==> src/hw/rtl/skvt_pkg.sv <==
package skvt_pkg;
	localparam int Capacity = 256;
	localparam int IdxW = $clog2(Capacity);
	localparam int CntW = IdxW + 1;
	localparam int KeyW = 32;
	localparam int ValW = 32;
	localparam logic [KeyW-1:0] ReservedKey = '1;

	typedef enum logic [3:0] {
		FN_INSERT = 4'd0, FN_SET = 4'd1, FN_FIND = 4'd2, FN_ERASE = 4'd3,
		FN_KEY_OF_VAL = 4'd4, FN_ERASE_VAL = 4'd5, FN_UNUSED = 4'd6,
		FN_CLEAR = 4'd7, FN_LAST = 4'd8
	} func_t;

	typedef enum logic [2:0] {
		ST_OK = 3'd0, ST_DUP = 3'd1, ST_RESERVED = 3'd2, ST_FULL = 3'd3, ST_NOTFOUND = 3'd4
	} status_t;

	// per-cell shift command: hold, load new, take left neighbor, take right neighbor
	typedef enum logic [1:0] {
		CM_HOLD = 2'd0, CM_LOAD = 2'd1, CM_FROM_LO = 2'd2, CM_FROM_HI = 2'd3
	} cmd_t;

	typedef struct packed {
		logic [KeyW-1:0] key;
		logic [ValW-1:0] value;
	} entry_t;

	// per-cell compare flags
	typedef struct packed {
		logic lt;
		logic eq;
		logic veq;
		logic ideq;
	} flags_t;
endpackage

==> src/hw/rtl/skvt_cell.sv <==
module skvt_cell (
	input  logic                        clk,
	input  logic [skvt_pkg::IdxW-1:0]   idx,
	input  skvt_pkg::cmd_t              cmd,
	input  logic                        set_val,
	input  skvt_pkg::entry_t            new_e,
	input  skvt_pkg::entry_t            lo_e,
	input  skvt_pkg::entry_t            hi_e,
	input  logic [skvt_pkg::KeyW-1:0]   cmp_key,
	input  logic [skvt_pkg::ValW-1:0]   cmp_val,
	output skvt_pkg::entry_t            e,
	output skvt_pkg::flags_t            flags
);
	import skvt_pkg::*;
	entry_t e_q;

	always_ff @(posedge clk) begin
		if (set_val) begin
			e_q.value <= new_e.value;
		end else begin
			case (cmd)
				CM_LOAD:    e_q <= new_e;
				CM_FROM_LO: e_q <= lo_e;
				CM_FROM_HI: e_q <= hi_e;
				default:    e_q <= e_q;
			endcase
		end
	end

	assign e = e_q;
	assign flags.lt = e_q.key < cmp_key;
	assign flags.eq = e_q.key == cmp_key;
	assign flags.veq = e_q.value == cmp_val;
	assign flags.ideq = e_q.key == KeyW'(idx);
endmodule

==> config.mk <==
export PLATFORM = sky130hd
export DESIGN_NAME = skvt_cell
export DESIGN_NICKNAME = d
export VERILOG_FILES = /design/src/hw/rtl/skvt_pkg.sv /design/src/hw/rtl/skvt_cell.sv
export SDC_FILE = /design/constraint.sdc
export NUM_CORES = 1
export LEC_CHECK = 0
export BUFFER_PORTS_ARGS = -buffer_cell sky130_fd_sc_hd__buf_2
export CORE_AREA = 2 2 130 132
export CTS_CLUSTER_DIAMETER = 60
export CTS_CLUSTER_SIZE = 10
export DETAILED_ROUTE_END_ITERATION = 16
export DIE_AREA = 0 0 132 134
export HOLD_SLACK_MARGIN = 0.08
export PLACE_DENSITY = 0.67
export SETUP_SLACK_MARGIN = 0.05
export SLEW_MARGIN = 20
export SYNTH_ARGS = -nofsm -noshare
export SYNTH_HDL_FRONTEND = slang
export SYNTH_SLANG_ARGS = --single-unit
==> constraint.sdc <==
create_clock -name clk -period 2.6 [get_ports clk]
set_input_delay 0.39 -clock clk [delete_from_list [all_inputs] [get_ports clk]]
set_output_delay 0.39 -clock clk [all_outputs]
set_load 0.02 [all_outputs]
==> impl_metrics.yaml <==
yosys:
  yosys.area.top_type_share_pct: 42.2
  ys_types: 29
  synth-async-reset-ratio_pct: 0
  syn-cell-area_um2: 4560
  synth_edf_count: 64
  synthFlopType: "edfxtp_1"
  synthesis.nets: 759
  synth_compound_area_share_pct: 10.6
  synthSimpleGateAreaFrac_pct: 11.7
  synthAdderAreaFrac_pct: 8.78
  synth_cells: 459
  synthMuxAreaShare_pct: 14.1
  yosys-top-cells-area: "edfxtp_1 (42%), mux2i_1 (14%), ha_1 (8.8%)"
  ys_ff_latch: 64
  synth_top_area_cell: "edfxtp_1"
  yosysWarnings: 0
  synth_top_family_by_area: "multiplexers"
  synth_area_per_cell_um2: 9.93
  synthXorXnorAreaFrac_pct: 7.69
  synth_seq_area_share_pct: 42.2
drt:
  wl_per_cell_um: 14.7
  post-route-drc-count: 0
  drt_iter0_markers: 163
  via_per_inst: 4.42
  ant_nets: 0
  drt-pass1-iter-count: 4
  vias: 4540
  wl_um: 15100
critical_path:
  cp-start-kind: "register"
  end_kind: "output pin"
  worstPathCellList: "ha_1, nand4_1, nor4_2, a21bo_1, o211ai_1, a2111oi_2, buf_4"
  cp.required_ns: 2.21
  crit_path_max_incr_delay_ns: 0.49
  worstPathArrival_ns: 2.19
  crit_fanout: 3
  critPathKind: "reg -> out"
  cp_slowest_cell: "edfxtp_1"
sta:
  worst_slack_ns: 0.0159
  worst_slew_pin_slew_ns: 0.545
  timing.fmax_ghz: 0.387
  fin_crit_ns: 2.58
  relSlewSlack_pct: 63.7
  rsz0062_at_grt: "yes"
  setup_violations: 0
  finalMaxSlewViolations: 0
  holdWs_ns: 0.331
  fin_crit_sh_pct: 99.4
  hold_viol_final: 0
placement:
  dp.cells: 1001
  place_hpwl_um: 12500
  io_buffer_count: 335
  routabilityCongestion: 0.839
  dp_slack_ns: 0.194
power_and_ir_drop:
  power_density_nw_per_um2: 502
  p_leak_nw: 3.52
  power_mw: 3.50
  ir_drop_uv: 266
global_route:
  grtUsageTotal_pct: 16.6
  grt-ovfl-total: 0
  grt_max_degree: 65
  grt_pass1_vias: 4480
  grt_pass1_wl_um: 22700
  antenna_found_initial: 0
final_layout:
  final_nets: 1105
  antennaDiodeCount: 0
  fin_cells: 1028
  syn_to_final_growth_pct: 53.0
  largest_register_ffs: 64
  utilization_pct: 42.8
  drive_gt1_share_pct: 48.1
clock_network:
  cts_max_path_buffers: 2
  cts_buffers: 9
  clock_sinks: 64
  htree_levels: 3
  clk_pin_slew_worst_paths_ns: 0.06
  holdBufCountCts: 0
  cts_tree: "built"
  clock-root-buffer: "clkbuf_16"
floorplanning:
  die_h_um: 134
  core_area_um2: 16300
  ioPinCount: 336
  num_rows: 47
  initial_core_util_pct: 28.0
  die_area_um2: 17700
  dieWidth_um: 132
worst_hold_path:
  min_path_type: "in -> reg"
run:
  maxCapViolations: 0
status:
  status: "complete, no violations"
-- path summary, 6_finish.rpt --
check                              to  depth (start not counted)            start
worst max-delay path         flags[3]                          7  e[36]$_DFFE_PP_
worst min-delay path  e[31]$_DFFE_PP_                          3        new_e[31]
-- cell type report --
type | count | area, um^2
inverter | 32 | 120
timing repair buffer | 357 | 1860
sequential | 64 | 1920
tap | 220 | 275
multi-input combinational | 341 | 2520
clock buffer | 9 | 225
clock inverter | 5 | 50.0
fill | 1627 | 9320
-- per-stage QoR --
step                instance area, um^2  TNS (ns)
global placement                   6500         0
detailed placement                 6500         0
floorplan                          4560         0
global route                       6970   -0.0746
finish                             6970         0
CTS                                6850  -0.00966
-- Yosys cell counts (4+ instances only) --
cell type and instances:
o21ai_0 36, inv_1 32, clkbuf_1 13, a21oi_1 42, ha_1 32, buf_2 4, nand4_1 9, nand2_1 43
nor2_1 41, nor4_1 15, edfxtp_1 64, xnor2_1 8, xor2_1 32, mux2i_1 64, buf_4 5
-- placed cells by master (no fill, tap or decap), types with 2 or more instances in the layout --
master	instances
buf_2	331
mux2i_1	64
edfxtp_1	64
nand2_1	43
a21oi_1	41
nor2_1	39
o21ai_0	36
inv_1	32
xor2_1	32
ha_1	27
buf_4	25
nor4_1	13
nand4_1	9
clkbuf_16	9
xnor2_1	8
ha_4	5
nor4_2	3
a21oi_2	3
nor2_4	2
nor2b_1	2
o211ai_1	2
clkinv_1	2
-- report_power, final --
part | internal, mW | total, mW | switching [mW] | leakage [nW]
Combinational | 0.458 | 0.984 | 0.525 | 2.74
Clock | 0.722 | 1.15 | 0.426 | 0.132
Sequential | 1.27 | 1.37 | 0.0948 | 0.647
Total | 2.45 | 3.50 | 1.05 | 3.52
-- worst max-delay path: cells and delay by family, from the launching register on --
| kind | cells | cell delay, ns |
|---|---|---|
| compound gates | 3 | 0.47 |
| simple gates | 2 | 0.40 |
| fa+ha+maj | 1 | 0.32 |
| flops | 1 | 0.49 |
| buf+inv | 1 | 0.17 |
-- kinds of logic (layout without fill, tap and decap cells) --
logic type               Yosys count  in the layout
AND/OR/NAND/NOR                  117            117
AO/OA/AOI/OAI                     88             88
adder cells (fa/ha/maj)           32             32
flip-flops                        64             64
multiplexers                      64             64
buffers and inverters             54            403
XOR/XNOR                          40             40
-- what timing repair did --
| action | CTS | global route |
|---|---|---|
| pin swaps | 3 | 7 |
| setup endpoints to repair | 2 | 3 |
| gates resized for setup | 4 | 11 |
| setup buffers | 6 | 7 |
-- metal layers --
metal	global-route usage [%]	routed length [um]
met1	20.1	6220
met2	29.1	7640
met3	4.04	977
met4	4.95	258
met5	0	0
(Power assumes the default switching activity.)
